--- config.mk ---
export PLATFORM = sky130hd
export DESIGN_NAME = config_text_tokenizer_unit
export DESIGN_NICKNAME = d
export VERILOG_FILES = /design/src/design/ctt_pkg.sv /design/src/design/ctt_front.sv /design/src/design/ctt_queue.sv /design/src/design/config_text_tokenizer_unit.sv
export SDC_FILE = /design/constraint.sdc
export NUM_CORES = 1
export LEC_CHECK = 0
export ABC_AREA = 1
export ABC_CLOCK_PERIOD_IN_PS = 18500
export BUFFER_PORTS_ARGS = -buffer_cell sky130_fd_sc_hd__buf_2
export CAP_MARGIN = 30
export CELL_PAD_IN_SITES_DETAIL_PLACEMENT = 1
export CELL_PAD_IN_SITES_GLOBAL_PLACEMENT = 1
export CORE_MARGIN = 3
export CORE_UTILIZATION = 54
export CTS_CLUSTER_SIZE = 30
export DETAILED_ROUTE_END_ITERATION = 12
export PLACE_DENSITY_LB_ADDON = 0.2
export RECOVER_POWER = 25
export SLEW_MARGIN = 10
export SYNTH_ARGS = -nofsm -noshare
export SYNTH_HDL_FRONTEND = slang
export SYNTH_SLANG_ARGS = --single-unit
export TNS_END_PERCENT = 100
--- constraint.sdc ---
create_clock -name clk -period 18.5 [get_ports clk]
set_clock_uncertainty 0.15 [all_clocks]
set_input_delay 4.625 -clock clk [delete_from_list [all_inputs] [get_ports clk]]
set_output_delay 4.625 -clock clk [all_outputs]
set_load 0.02 [all_outputs]
--- src/design/ctt_pkg.sv ---
package ctt_pkg;

  localparam int LINE_BITS = 16;
  localparam int MAX_NEST = 15;
  localparam int NEST_BITS = $clog2(MAX_NEST + 1);
  localparam int OUT_LINE_MAX = 65535;

  localparam int QDEPTH = 4;
  localparam int QPTR_BITS = $clog2(QDEPTH);
  localparam int QCNT_BITS = $clog2(QDEPTH + 1);

  localparam logic [1:0] KIND_WORD_BYTE = 2'd0;
  localparam logic [1:0] KIND_WORD_END = 2'd1;
  localparam logic [1:0] KIND_OPEN_COMMENT = 2'd2;
  localparam logic [1:0] KIND_END_TEXT = 2'd3;

  typedef struct packed {
    logic [1:0] kind;
    logic [7:0] chr;
    logic [15:0] line;
  } res_t;

  typedef struct packed {
    logic [1:0] cnt;
    res_t [2:0] r;
  } group_t;

  function automatic logic [15:0] clamp_line(input logic [LINE_BITS-1:0] v);
    logic [LINE_BITS+16:0] w;
    w = (LINE_BITS + 17)'(v);
    if (w > (LINE_BITS + 17)'(OUT_LINE_MAX)) begin
      return 16'hFFFF;
    end
    return w[15:0];
  endfunction

endpackage

--- src/design/ctt_front.sv ---
module ctt_front (
  input  logic            clk,
  input  logic            rst_n,
  input  logic            in_valid,
  input  logic [7:0]      in_text_byte,
  input  logic            q_full,
  output logic            push,
  output ctt_pkg::group_t grp
);

  localparam logic [1:0] MODE_BETWEEN = 2'd0;
  localparam logic [1:0] MODE_WORD = 2'd1;
  localparam logic [1:0] MODE_LINEC = 2'd2;
  localparam logic [1:0] MODE_BLOCK = 2'd3;

  localparam logic [7:0] CH_NUL = 8'd0;
  localparam logic [7:0] CH_SLASH = 8'h2F;
  localparam logic [7:0] CH_STAR = 8'h2A;
  localparam logic [7:0] CH_NL = 8'h0A;

  localparam logic [ctt_pkg::LINE_BITS-1:0] LINE_MAX = '1;
  localparam logic [ctt_pkg::LINE_BITS-1:0] LINE_ONE = ctt_pkg::LINE_BITS'(1);
  localparam logic [ctt_pkg::NEST_BITS-1:0] NEST_MAX =
    ctt_pkg::NEST_BITS'(ctt_pkg::MAX_NEST);
  localparam logic [ctt_pkg::NEST_BITS-1:0] NEST_ONE = ctt_pkg::NEST_BITS'(1);

  logic [1:0] mode_r, mode_nxt;
  logic slash_r, slash_nxt;
  logic star_r, star_nxt;
  logic [ctt_pkg::NEST_BITS-1:0] nest_r, nest_nxt;
  logic [ctt_pkg::LINE_BITS-1:0] line_r, line_nxt;
  logic [ctt_pkg::LINE_BITS-1:0] open_r, open_nxt;
  logic accept;
  ctt_pkg::group_t g;

  function automatic ctt_pkg::res_t mk(input logic [1:0] k, input logic [7:0] ch,
                                       input logic [15:0] ln);
    ctt_pkg::res_t r;
    r.kind = k;
    r.chr = ch;
    r.line = ln;
    return r;
  endfunction

  assign accept = in_valid && !q_full;

  always_comb begin
    logic [1:0] n;
    logic [7:0] c;
    logic [15:0] ln;
    logic [ctt_pkg::LINE_BITS-1:0] bumped;
    logic plain;
    n = 2'd0;
    c = in_text_byte;
    ln = ctt_pkg::clamp_line(line_r);
    bumped = (line_r != LINE_MAX) ? line_r + LINE_ONE : line_r;
    plain = 1'b0;
    g = '0;
    mode_nxt = mode_r;
    slash_nxt = slash_r;
    star_nxt = star_r;
    nest_nxt = nest_r;
    line_nxt = line_r;
    open_nxt = open_r;
    if (c == CH_NUL) begin
      if (mode_r == MODE_BLOCK) begin
        g.r[n] = mk(ctt_pkg::KIND_OPEN_COMMENT, 8'd0, ctt_pkg::clamp_line(open_r));
        n = n + 2'd1;
      end else if (mode_r != MODE_LINEC) begin
        if (slash_r) begin
          g.r[n] = mk(ctt_pkg::KIND_WORD_BYTE, CH_SLASH, ln);
          n = n + 2'd1;
        end
        if (slash_r || mode_r == MODE_WORD) begin
          g.r[n] = mk(ctt_pkg::KIND_WORD_END, 8'd0, ln);
          n = n + 2'd1;
        end
      end
      g.r[n] = mk(ctt_pkg::KIND_END_TEXT, 8'd0, ln);
      n = n + 2'd1;
      mode_nxt = MODE_BETWEEN;
      slash_nxt = 1'b0;
      star_nxt = 1'b0;
      nest_nxt = '0;
      line_nxt = LINE_ONE;
      open_nxt = '0;
    end else if (mode_r == MODE_BLOCK) begin
      if (star_r && c == CH_SLASH) begin
        star_nxt = 1'b0;
        if (nest_r <= NEST_ONE) begin
          nest_nxt = '0;
          mode_nxt = MODE_BETWEEN;
        end else begin
          nest_nxt = nest_r - NEST_ONE;
        end
      end else if (slash_r && c == CH_STAR) begin
        slash_nxt = 1'b0;
        if (nest_r < NEST_MAX) begin
          nest_nxt = nest_r + NEST_ONE;
        end
      end else begin
        star_nxt = (c == CH_STAR);
        slash_nxt = (c == CH_SLASH);
        if (c == CH_NL) begin
          line_nxt = bumped;
        end
      end
    end else if (mode_r == MODE_LINEC) begin
      if (c == CH_NL) begin
        line_nxt = bumped;
        mode_nxt = MODE_BETWEEN;
      end
    end else if (slash_r) begin
      slash_nxt = 1'b0;
      if (c == CH_SLASH || c == CH_STAR) begin
        if (mode_r == MODE_WORD) begin
          g.r[n] = mk(ctt_pkg::KIND_WORD_END, 8'd0, ln);
          n = n + 2'd1;
        end
        if (c == CH_SLASH) begin
          mode_nxt = MODE_LINEC;
        end else begin
          mode_nxt = MODE_BLOCK;
          nest_nxt = NEST_ONE;
          star_nxt = 1'b0;
          open_nxt = line_r;
        end
      end else begin
        g.r[n] = mk(ctt_pkg::KIND_WORD_BYTE, CH_SLASH, ln);
        n = n + 2'd1;
        mode_nxt = MODE_WORD;
        plain = 1'b1;
      end
    end else begin
      plain = 1'b1;
    end
    if (plain) begin
      if (c inside {8'd32, [8'd9:8'd13]}) begin
        if (mode_nxt == MODE_WORD) begin
          g.r[n] = mk(ctt_pkg::KIND_WORD_END, 8'd0, ln);
          n = n + 2'd1;
        end
        mode_nxt = MODE_BETWEEN;
        if (c == CH_NL) begin
          line_nxt = bumped;
        end
      end else if (c == CH_SLASH) begin
        slash_nxt = 1'b1;
      end else begin
        g.r[n] = mk(ctt_pkg::KIND_WORD_BYTE, c, ln);
        n = n + 2'd1;
        mode_nxt = MODE_WORD;
      end
    end
    g.cnt = n;
  end

  assign grp = g;
  assign push = accept && (g.cnt != 2'd0);

  always_ff @(posedge clk) begin
    if (!rst_n) begin
      mode_r <= MODE_BETWEEN;
      slash_r <= 1'b0;
      star_r <= 1'b0;
      nest_r <= '0;
      line_r <= LINE_ONE;
      open_r <= '0;
    end else if (accept) begin
      mode_r <= mode_nxt;
      slash_r <= slash_nxt;
      star_r <= star_nxt;
      nest_r <= nest_nxt;
      line_r <= line_nxt;
      open_r <= open_nxt;
    end
  end

endmodule

--- src/design/ctt_queue.sv ---
module ctt_queue (
  input  logic            clk,
  input  logic            rst_n,
  input  logic            push,
  input  ctt_pkg::group_t grp,
  output logic            full,
  output logic            out_valid,
  input  logic            out_stall,
  output logic [1:0]      out_kind,
  output logic [7:0]      out_out_byte,
  output logic [15:0]     out_line,
  output logic            out_last
);

  localparam logic [ctt_pkg::QCNT_BITS-1:0] QFULL =
    ctt_pkg::QCNT_BITS'(ctt_pkg::QDEPTH);
  localparam logic [ctt_pkg::QCNT_BITS-1:0] QONE = ctt_pkg::QCNT_BITS'(1);
  localparam logic [ctt_pkg::QPTR_BITS-1:0] PONE = ctt_pkg::QPTR_BITS'(1);

  ctt_pkg::group_t q_r [ctt_pkg::QDEPTH];
  logic [ctt_pkg::QPTR_BITS-1:0] wr_r, wr_nxt;
  logic [ctt_pkg::QPTR_BITS-1:0] rd_r, rd_nxt;
  logic [ctt_pkg::QCNT_BITS-1:0] cnt_r, cnt_nxt;
  logic [1:0] idx_r, idx_nxt;
  ctt_pkg::group_t head;
  ctt_pkg::res_t cur;
  logic take;
  logic pop;

  assign head = q_r[rd_r];
  assign cur = head.r[idx_r];
  assign full = (cnt_r == QFULL);
  assign out_valid = (cnt_r != '0);
  assign out_kind = cur.kind;
  assign out_out_byte = cur.chr;
  assign out_line = cur.line;
  assign out_last = (idx_r == head.cnt - 2'd1);

  assign take = out_valid && !out_stall;
  assign pop = take && out_last;

  always_comb begin
    wr_nxt = push ? wr_r + PONE : wr_r;
    rd_nxt = pop ? rd_r + PONE : rd_r;
    cnt_nxt = cnt_r;
    if (push && !pop) begin
      cnt_nxt = cnt_r + QONE;
    end else if (pop && !push) begin
      cnt_nxt = cnt_r - QONE;
    end
    idx_nxt = idx_r;
    if (pop) begin
      idx_nxt = 2'd0;
    end else if (take) begin
      idx_nxt = idx_r + 2'd1;
    end
  end

  always_ff @(posedge clk) begin
    if (push) begin
      q_r[wr_r] <= grp;
    end
  end

  always_ff @(posedge clk) begin
    if (!rst_n) begin
      wr_r <= '0;
      rd_r <= '0;
      cnt_r <= '0;
      idx_r <= 2'd0;
    end else begin
      wr_r <= wr_nxt;
      rd_r <= rd_nxt;
      cnt_r <= cnt_nxt;
      idx_r <= idx_nxt;
    end
  end

`ifndef NO_ASSERTIONS
  a_no_push_when_full: assert property (@(posedge clk) disable iff (!rst_n)
    full |-> !push) else $error("group written into a full queue");

  a_cnt_bound: assert property (@(posedge clk) disable iff (!rst_n)
    cnt_r <= QFULL) else $error("queue occupancy out of range");

  a_head_nonempty: assert property (@(posedge clk) disable iff (!rst_n)
    out_valid |-> (head.cnt != 2'd0 && idx_r < head.cnt))
    else $error("head group slot index out of range");

  a_idx_zero_when_empty: assert property (@(posedge clk) disable iff (!rst_n)
    !out_valid |-> idx_r == 2'd0) else $error("slot index left behind on empty queue");

  a_push_shows: assert property (@(posedge clk) disable iff (!rst_n)
    push |=> out_valid) else $error("written group not visible");
`endif

endmodule

--- src/design/config_text_tokenizer_unit.sv ---
// Configuration text tokenizer.
// Input channel: one text byte per request on in_text_byte; byte 0 ends the
// text. A request is taken at a clock edge where in_valid is high and
// in_stall is low.
// Output channel: one result per request with out_kind, out_out_byte, out_line
// and out_last, taken where out_valid is high and out_stall is low. out_last
// marks the final result caused by one input byte.
// Each input byte gives zero to three results. The front end classifies one
// byte per cycle while the queue is not full and writes its results as one
// group into a four-entry queue. The back end drains the queue one result per
// cycle while out_stall is low. A byte's results are registered in the queue
// before they reach the output. Bytes are taken one per cycle while out_stall
// is low and bytes give at most one result each; a byte with two or three
// results holds the head of the queue until each of them is taken.
// When the receiver stalls, results stay stable and the queue fills; in_stall
// rises once all four entries hold groups.
// Reset clears the queue and returns the tokenizer to line 1, between words.
module config_text_tokenizer_unit (
  input  logic        clk,
  input  logic        rst_n,
  input  logic        in_valid,
  output logic        in_stall,
  input  logic [7:0]  in_text_byte,
  output logic        out_valid,
  input  logic        out_stall,
  output logic [1:0]  out_kind,
  output logic [7:0]  out_out_byte,
  output logic [15:0] out_line,
  output logic        out_last
);

  logic q_full;
  logic push;
  ctt_pkg::group_t grp;

  assign in_stall = q_full;

  ctt_front u_front (
    .clk          (clk),
    .rst_n        (rst_n),
    .in_valid     (in_valid),
    .in_text_byte (in_text_byte),
    .q_full       (q_full),
    .push         (push),
    .grp          (grp)
  );

  ctt_queue u_queue (
    .clk          (clk),
    .rst_n        (rst_n),
    .push         (push),
    .grp          (grp),
    .full         (q_full),
    .out_valid    (out_valid),
    .out_stall    (out_stall),
    .out_kind     (out_kind),
    .out_out_byte (out_out_byte),
    .out_line     (out_line),
    .out_last     (out_last)
  );

endmodule
==> metrics.cfg, run 1 <==
[clocking]
cts_hold_repair.buffers=0
tritoncts=built
clock-root-buffer=sky130_fd_sc_hd__clkbuf_16
worst_setup_hold_path_clk_slew_ns=0.06
cts_setup_buffers=0
numClockSinks=371
worstSkewPairLatency_ns=0.53
ctsLongestPathBuffers=3
cts_htree_levels=2
cts_inserted_buffers=40
cts_resized=0

[place]
port_buffers=40
hpwl_um=29200
dpl_cell_area_um2=16700
place.detailed.instances=1833
gp_routability_congestion=0.907

[layout]
area.sequential_um2=10600
drive_gt1_share_pct=9.61
num-nets-final=1521
fillCellCount=3065
mostFrequentLayoutCells=sky130_fd_sc_hd__edfxtp_1, sky130_fd_sc_hd__nor2_1, sky130_fd_sc_hd__o21ai_0
mostFrequentLayoutCell=sky130_fd_sc_hd__edfxtp_1
antennaDiodeCount=0
multi_input_comb_area_um2=4860
number_of_standard_cells_in_the_layout_taps_in_and_fillers_out=1904
layout.cell_area.non_filler_um2=17900
areaGrowthSynthToFinish_pct=10.3
postLayoutCoreUtil_pct=61.3

[setup_path]
max_stage_delay_ns=0.86
crit-reg2reg-launch=u_front.slash_r
setup.worst_path.class=input pin to flip-flop
timing.critical_path.fanout_max=54
cp_slowest_cell=sky130_fd_sc_hd__clkbuf_1
worstSetupEndpointType=flip-flop
worstPathRequired_ns=18.50
worstReg2RegEnd=u_queue.q_r[2][0]
critical_path.most_common_cell=sky130_fd_sc_hd__inv_1
r2r_slack_ns=13.75
arrival_time_of_the_worst_setup_path_ns=9.58
critical_path.top_delay_family=buffers and inverters
reg2regPathDepth=15
worstPathCellList=clkbuf_1 -> inv_1 -> nand3_1 -> or2_1 -> clkbuf_1 -> inv_1 -> a21oi_1 -> clkinv_1 -> nand2_1 -> inv_1 -> ha_1 -> inv_1 -> nand3_1 -> nand2_1 -> clkinv_1 -> nand2_1 -> nand2_2 -> nor2_4 -> buf_4
critical_path_buf_inv_count=9
cp-start-kind=input pin

[run_status]
run_status=complete, but fails checks
violations_in_the_final_reports=max-capacitance violations, max-slew violations

[global_routing]
all_layer_gr_usage_pct=30.4
via_count_of_the_first_global_routing_pass=12700
grt_antenna_before_repair=0
global_route_wire_length_before_repair_um=73400
grt_overflow_total=0
grt_max_degree=96

[floorplan]
die_w_um=179
rows=62
fp.coreArea_um2=29200
num_io_pins=41
floorplan.die_area_um2=32100
initial_utilization_pct=55.5
dieHeight_um=179

[routing]
drt_iter0_drc=1139
drc=0
antenna_left=0
postRouteWirelength_um=48300
drt_first_pass_iters=5
via_count=12100
route.detailed.wl_per_inst_um=25.4
met2WireLength_um=24100
route.top_layer_used=met4
routed-wl-met3_um=4100
viasPerCell=6.37
wl_met1_um=18800

[sta]
final_cycle_share_pct=51.8
worst_slew_margin_rel_pct=-31.5
rsz0062_at_grt=false
layout_min_cycle_time_ns=9.59
setup_violating_endpoint_count_in_the_final_report=0
tightest_slew_ns=1.95
clock.fmax_mhz=104
maxSlewViolCount=15
finalHoldViolCount=0
timing.setup.tns_ns=0

[logic_synthesis]
ys_seq_area_share_pct=65.6
synthesis.area_per_instance_um2=11.0
synth.cell_area_um2=16200
count_of_cell_types_in_the_netlist=53
yosys_warnings=0
synth_cells=1478
synth_nets=1506
synth.ff_latch_count=371

[min_path]
hold_end=u_front.open_r[9]
timing.hold.worst_path_depth=2
hold_path.class=flip-flop to flip-flop
min-delay-start=u_front.open_r[9]

[power_and_ir_drop]
leakage_nw=6.17
worst_ir_drop_vdd_v=0.0000723
p_per_area_nw_per_um2=131
power_mw=2.34

[job]
cap_violations=1

[through the flow]
step | hold WS [ns] | setup slack [ns]
6_report | 0.341 | 8.92
3_5_place_dp | 0.329 | 9.45
2_1_floorplan | 0.290 | 8.20
4_1_cts | 0.341 | 10.0
5_1_grt | 0.363 | 8.54
3_3_place_gp | 0.305 | 9.62
[registers in the layout, summed over array words and instances (netlist names), named ones only]
signal / flops
u_front.star_r: 1
u_queue.q_r: 320
u_front.nest_r: 4
u_queue.idx_r: 2
u_front.open_r: 16
u_front.mode_r: 2
u_front.slash_r: 1
u_queue.wr_r: 2
u_queue.rd_r: 2
u_queue.cnt_r: 3
u_front.line_r: 16
[worst reg2reg max path: stages, from the launching register on]
cell and delay (ns):
sky130_fd_sc_hd__dfxtp_1 0.62, sky130_fd_sc_hd__nand2_4 0.17, sky130_fd_sc_hd__nand2_2 0.15, sky130_fd_sc_hd__inv_1 0.06, sky130_fd_sc_hd__ha_1 0.28, sky130_fd_sc_hd__nor2_1 0.17, sky130_fd_sc_hd__inv_1 0.12, sky130_fd_sc_hd__ha_1 0.30
sky130_fd_sc_hd__inv_1 0.05, sky130_fd_sc_hd__nand3_1 0.07, sky130_fd_sc_hd__nand2_1 0.17, sky130_fd_sc_hd__clkinv_1 0.09, sky130_fd_sc_hd__nand2_1 0.17, sky130_fd_sc_hd__nand2_2 0.20, sky130_fd_sc_hd__nor2_4 0.75, sky130_fd_sc_hd__buf_4 0.80
[how the worst max path moves through the flow]
stage / from / end / slack [ns] / depth (start not counted)
5_1_grt: in_text_byte[3] / u_queue.q_r[3][17] / 8.54 / 19
4_1_cts: in_text_byte[7] / u_queue.q_r[1][0] / 10.0 / 19
3_5_place_dp: in_text_byte[7] / u_queue.q_r[1][68] / 9.45 / 19
6_report: in_text_byte[3] / u_queue.q_r[2][0] / 8.92 / 19
2_1_floorplan: in_text_byte[2] / u_queue.q_r[0][0] / 8.20 / 18
3_3_place_gp: in_text_byte[3] / u_queue.q_r[1][73] / 9.62 / 19
[cells by family (layout without fill, tap and decap cells)]
family | after synthesis | in the layout | synth area share, %
xor gates and xnor gates | 7 | 7 | 0.378
buffers and inverters | 184 | 226 | 4.42
adders and majority gates | 16 | 16 | 1.28
DFF | 371 | 371 | 65.6
AOI/OAI and AO/OA | 394 | 394 | 15.1
and+or+nand+nor | 506 | 506 | 13.2
[metal layers]
metal | GRT usage [%] | vias to the layer above
met3 | 5.61 | 84
met1 | 39.4 | 6134
met4 | 10.1 | 0
li1 | - | 5360
met2 | 51.8 | 557
met5 | 0 | -
[cell usage after synthesis (all sizes together)]
| cell type | n | area [um^2] |
|---|---|---|
| inv | 98 | 368 |
| o2111ai | 1 | 8.76 |
| nand4 | 4 | 31.3 |
| o221ai | 43 | 377 |
| xnor2 | 1 | 8.76 |
| a21oi | 38 | 198 |
| fa | 1 | 20.0 |
| or2 | 3 | 18.8 |
| o211ai | 18 | 135 |
| a211oi | 4 | 30.0 |
| o21a | 2 | 15.0 |
| a32o | 16 | 160 |
| o211a | 1 | 10.0 |
| buf | 18 | 92.6 |
| nand2 | 158 | 626 |
| o31ai | 4 | 35.0 |
| a221oi | 3 | 26.3 |
| nor3 | 30 | 160 |
| o21bai | 2 | 26.3 |
| clkinv | 1 | 3.75 |
| clkbuf | 67 | 251 |
| o21ai | 198 | 995 |
| a22oi | 15 | 113 |
| a31oi | 6 | 37.5 |
| edfxtp | 320 | 9610 |
| nor2 | 265 | 1040 |
| xor2 | 6 | 52.6 |
| nor4 | 1 | 21.3 |
| o311ai | 4 | 35.0 |
| a32oi | 2 | 17.5 |
| nor3b | 2 | 15.0 |
| dfxtp | 51 | 1020 |
| ha | 15 | 188 |
| o22ai | 37 | 231 |
| nand3b | 2 | 15.0 |
| nand3 | 41 | 210 |
[report_power, final]
part / internal (mW) / switching, mW / total (mW) / leakage [nW]
sequential: 0.992 / 0.0395 / 1.03 / 3.42
clock: 0.415 / 0.315 / 0.730 / 0.571
combinational: 0.159 / 0.423 / 0.582 / 2.18
total: 1.57 / 0.777 / 2.34 / 6.17
[final cells by class]
type / count / area share [%]
Tap cell: 384 / 2.69
Clock inverter: 19 / 0.756
Timing Repair Buffer: 58 / 1.89
Multi-Input combinational cell: 923 / 27.2
Clock buffer: 50 / 5.87
Inverter: 99 / 2.10
Sequential cell: 371 / 59.5
No activity file was read; power rests on OpenSTA's default activity.
==> run 2, diff against run 1 <==
--- a/config.mk
+++ b/config.mk
@@ -6,13 +6,13 @@
 export NUM_CORES = 1
 export LEC_CHECK = 0
 export ABC_AREA = 1
-export ABC_CLOCK_PERIOD_IN_PS = 18500
+export ABC_CLOCK_PERIOD_IN_PS = 9100
 export BUFFER_PORTS_ARGS = -buffer_cell sky130_fd_sc_hd__buf_2
 export CAP_MARGIN = 30
 export CELL_PAD_IN_SITES_DETAIL_PLACEMENT = 1
 export CELL_PAD_IN_SITES_GLOBAL_PLACEMENT = 1
 export CORE_MARGIN = 3
-export CORE_UTILIZATION = 54
+export CORE_UTILIZATION = 50
 export CTS_CLUSTER_SIZE = 30
 export DETAILED_ROUTE_END_ITERATION = 12
 export PLACE_DENSITY_LB_ADDON = 0.2
==> constraint.sdc (replaced) <==
create_clock -name clk -period 9.1 [get_ports clk]
set_clock_uncertainty 0.15 [all_clocks]
set_input_delay 2.275 -clock clk [delete_from_list [all_inputs] [get_ports clk]]
set_output_delay 2.275 -clock clk [all_outputs]
set_load 0.02 [all_outputs]
==> run 2 against run 1 <==
Net effect:
- the flow still finishes with violations (max-capacitance violations, max-slew violations)
- first-iteration DRC count is 17% lower
- design area is 1.0% higher
- sequential share of layout area is 0.59 points lower
- routed wire length fell by 2.0%
- non-clock buffer count is 7 higher
- core utilization shrank 4.4 points
- highest routed layer is now met5
- flip-flop and latch count unchanged
- register-to-register slack worse by 10 ns
==> metrics.cfg, run 2 (synthesis gave the netlist of run 1 again) <==
[sta]
rsz0062_at_grt=false
layout_min_cycle_time_ns=7.45
setup_ws_ns=1.65  ; -7.27 ns
final_cycle_share_pct=81.9
maxSlewViolCount=78  ; +63
worst_slew_margin_rel_pct=-78.1  ; -47 points
setup_violating_endpoint_count_in_the_final_report=0  ; unchanged
finalHoldViolCount=0  ; unchanged
tightest_slew_ns=2.67  ; +0.720 ns
timing.setup.tns_ns=0  ; unchanged
clock.fmax_mhz=134

[setup_path]
worstPathRequired_ns=6.68  ; -11.82 ns
worstSetupEndpointType=output pin
cp_slowest_cell=sky130_fd_sc_hd__clkbuf_1
critical_path_buf_inv_count=4  ; -5
critical_path.top_delay_family=buffers and inverters
cp-start-kind=flip-flop
r2r_slack_ns=3.39  ; -10.36 ns
setup.worst_path.class=flip-flop to output pin
arrival_time_of_the_worst_setup_path_ns=5.03  ; -4.55 ns
timing.critical_path.fanout_max=70  ; +30%
worstPathCellList=buf_4 -> inv_4 -> clkbuf_1 -> o21ai_0 -> o221ai_1 -> a32o_1 -> buf_2
max_stage_delay_ns=1.92  ; +1.06 ns

[place]
gp_routability_congestion=0.849  ; -6.4%
hpwl_um=30000  ; +2.7%
dp_worst_setup_slack_ns=2.39  ; -7.06 ns
port_buffers=40  ; unchanged
dpl_cell_area_um2=16800  ; +0.31%
place.detailed.instances=1855  ; +1.2%

[layout]
antennaDiodeCount=0  ; unchanged
drive_gt1_share_pct=10.1  ; +0.47 points
layout_top_registers=u_queue.q_r (320), u_front.line_r (16), u_front.open_r (16)
mostFrequentLayoutCells=sky130_fd_sc_hd__edfxtp_1, sky130_fd_sc_hd__nor2_1, sky130_fd_sc_hd__o21ai_0
num-nets-final=1528  ; +0.46%
max_flop_register=u_queue.q_r
multi_input_comb_area_um2=4850  ; -0.10%
number_of_standard_cells_in_the_layout_taps_in_and_fillers_out=1931  ; +1.4%
layout.cell_area.non_filler_um2=18100  ; +1.0%
mostFrequentLayoutCell=sky130_fd_sc_hd__edfxtp_1
largest_reg_flops=320  ; unchanged
areaGrowthSynthToFinish_pct=11.4
fillCellCount=3354  ; +9.4%
area.sequential_um2=10600  ; unchanged

[routing]
drc=0  ; unchanged
postRouteWirelength_um=47400  ; -2.0%
viasPerCell=6.16  ; -3.4%
via_count=11900  ; -2.0%
drt_iter0_drc=948  ; -17%
antenna_left=0  ; unchanged
route.detailed.wl_per_inst_um=24.5  ; -3.4%
drt_first_pass_iters=5  ; unchanged

[power_and_ir_drop]
p_per_area_nw_per_um2=272  ; +110%
worst_ir_drop_vdd_v=0.000147  ; +100%
power_mw=4.91  ; +110%
leakage_nw=6.26  ; +1.4%

[clocking]
tritoncts=built
cts_htree_levels=2  ; unchanged
worst_setup_hold_path_clk_slew_ns=0.06  ; about the same
clock-root-buffer=sky130_fd_sc_hd__clkbuf_16
cts_inserted_buffers=40  ; unchanged
cts_hold_repair.buffers=0  ; unchanged
ctsLongestPathBuffers=3  ; unchanged
cts_setup_buffers=0  ; unchanged
cts_resized=0  ; unchanged
numClockSinks=371  ; unchanged
worstSkewPairLatency_ns=0.52  ; about the same

[floorplan]
fp.coreArea_um2=31700  ; +8.7%
die_w_um=186  ; +3.8%
floorplan.die_area_um2=34600  ; +7.7%
num_io_pins=41  ; unchanged
rows=65  ; +4.8%
dieHeight_um=186  ; +3.8%
initial_utilization_pct=51.1  ; -4.5 points

[global_routing]
via_count_of_the_first_global_routing_pass=12500  ; -1.4%
all_layer_gr_usage_pct=27.5  ; -2.8 points
grt_overflow_total=0  ; unchanged
global_route_wire_length_before_repair_um=72100  ; -1.7%
grt_antenna_before_repair=2  ; +2
grt_max_degree=100  ; +4.2%

[run_status]
violations_in_the_final_reports=max-capacitance violations, max-slew violations
run_status=complete, but fails checks

[min_path]
hold_path.class=flip-flop to flip-flop

[job]
cap_violations=2  ; +1

run 2: cell count changes in the layout (fill, tap and decap cells not counted), moves of 3 or more:
cell / before / now
sky130_fd_sc_hd__nor2_1: 245 / 248
sky130_fd_sc_hd__bufinv_16: 1 / 5
sky130_fd_sc_hd__clkinv_1: 16 / 11
sky130_fd_sc_hd__clkbuf_1: 13 / 17
sky130_fd_sc_hd__nor2_2: 15 / 12
sky130_fd_sc_hd__buf_4: 15 / 19
run 2: metrics by stage:
step	hold WS, ns	utilization (%)
2_1_floorplan	0.290	-
3_3_place_gp	0.308	52.8
3_5_place_dp	0.330	52.8
4_1_cts	0.344	56.9
5_1_grt	0.363	56.9
6_report	0.340	56.9
run 2: path summary, 6_finish.rpt:
check / start / endpoint / depth (start not counted)
min: u_queue.rd_r[1] / flip-flop / 2
max reg2reg: flip-flop / u_queue.cnt_r[2] / 19
max: flip-flop / out_out_byte[1] / 7
min reg2reg: u_queue.rd_r[1] / flip-flop / 2
run 2: routing by layer:
| layer | wire length [um] | global-route usage (%) | vias to the layer above |
|---|---|---|---|
| li1 | - | - | 5394 |
| met1 | 19600 | 36.2 | 5991 |
| met2 | 23100 | 46.8 | 427 |
| met3 | 3500 | 5.78 | 76 |
| met4 | 1190 | 7.60 | 4 |
| met5 | 27 | 0 | - |
run 2: where the power goes:
group / switching [mW] / internal [mW] / leakage, nW
Clock: 0.645 / 0.969 / 0.628
Sequential: 0.0516 / 2.01 / 3.42
Combinational: 0.892 / 0.336 / 2.21
run 2: final cells by class:
class                   instances  area share (%)
inverters                      99            2.08
multi-input cells             923            26.9
repair buffers                 65            2.14
flip-flops and latches        371            58.9
clock buffers                  52            5.91
clock inverters                19            1.28
well taps                     402            2.79
run 2: tightest hold or removal path: stages (launching register included):
cell	delay [ns]
sky130_fd_sc_hd__dfxtp_1	0.31
sky130_fd_sc_hd__nor2_1	0.09
sky130_fd_sc_hd__nor2_1	0.05
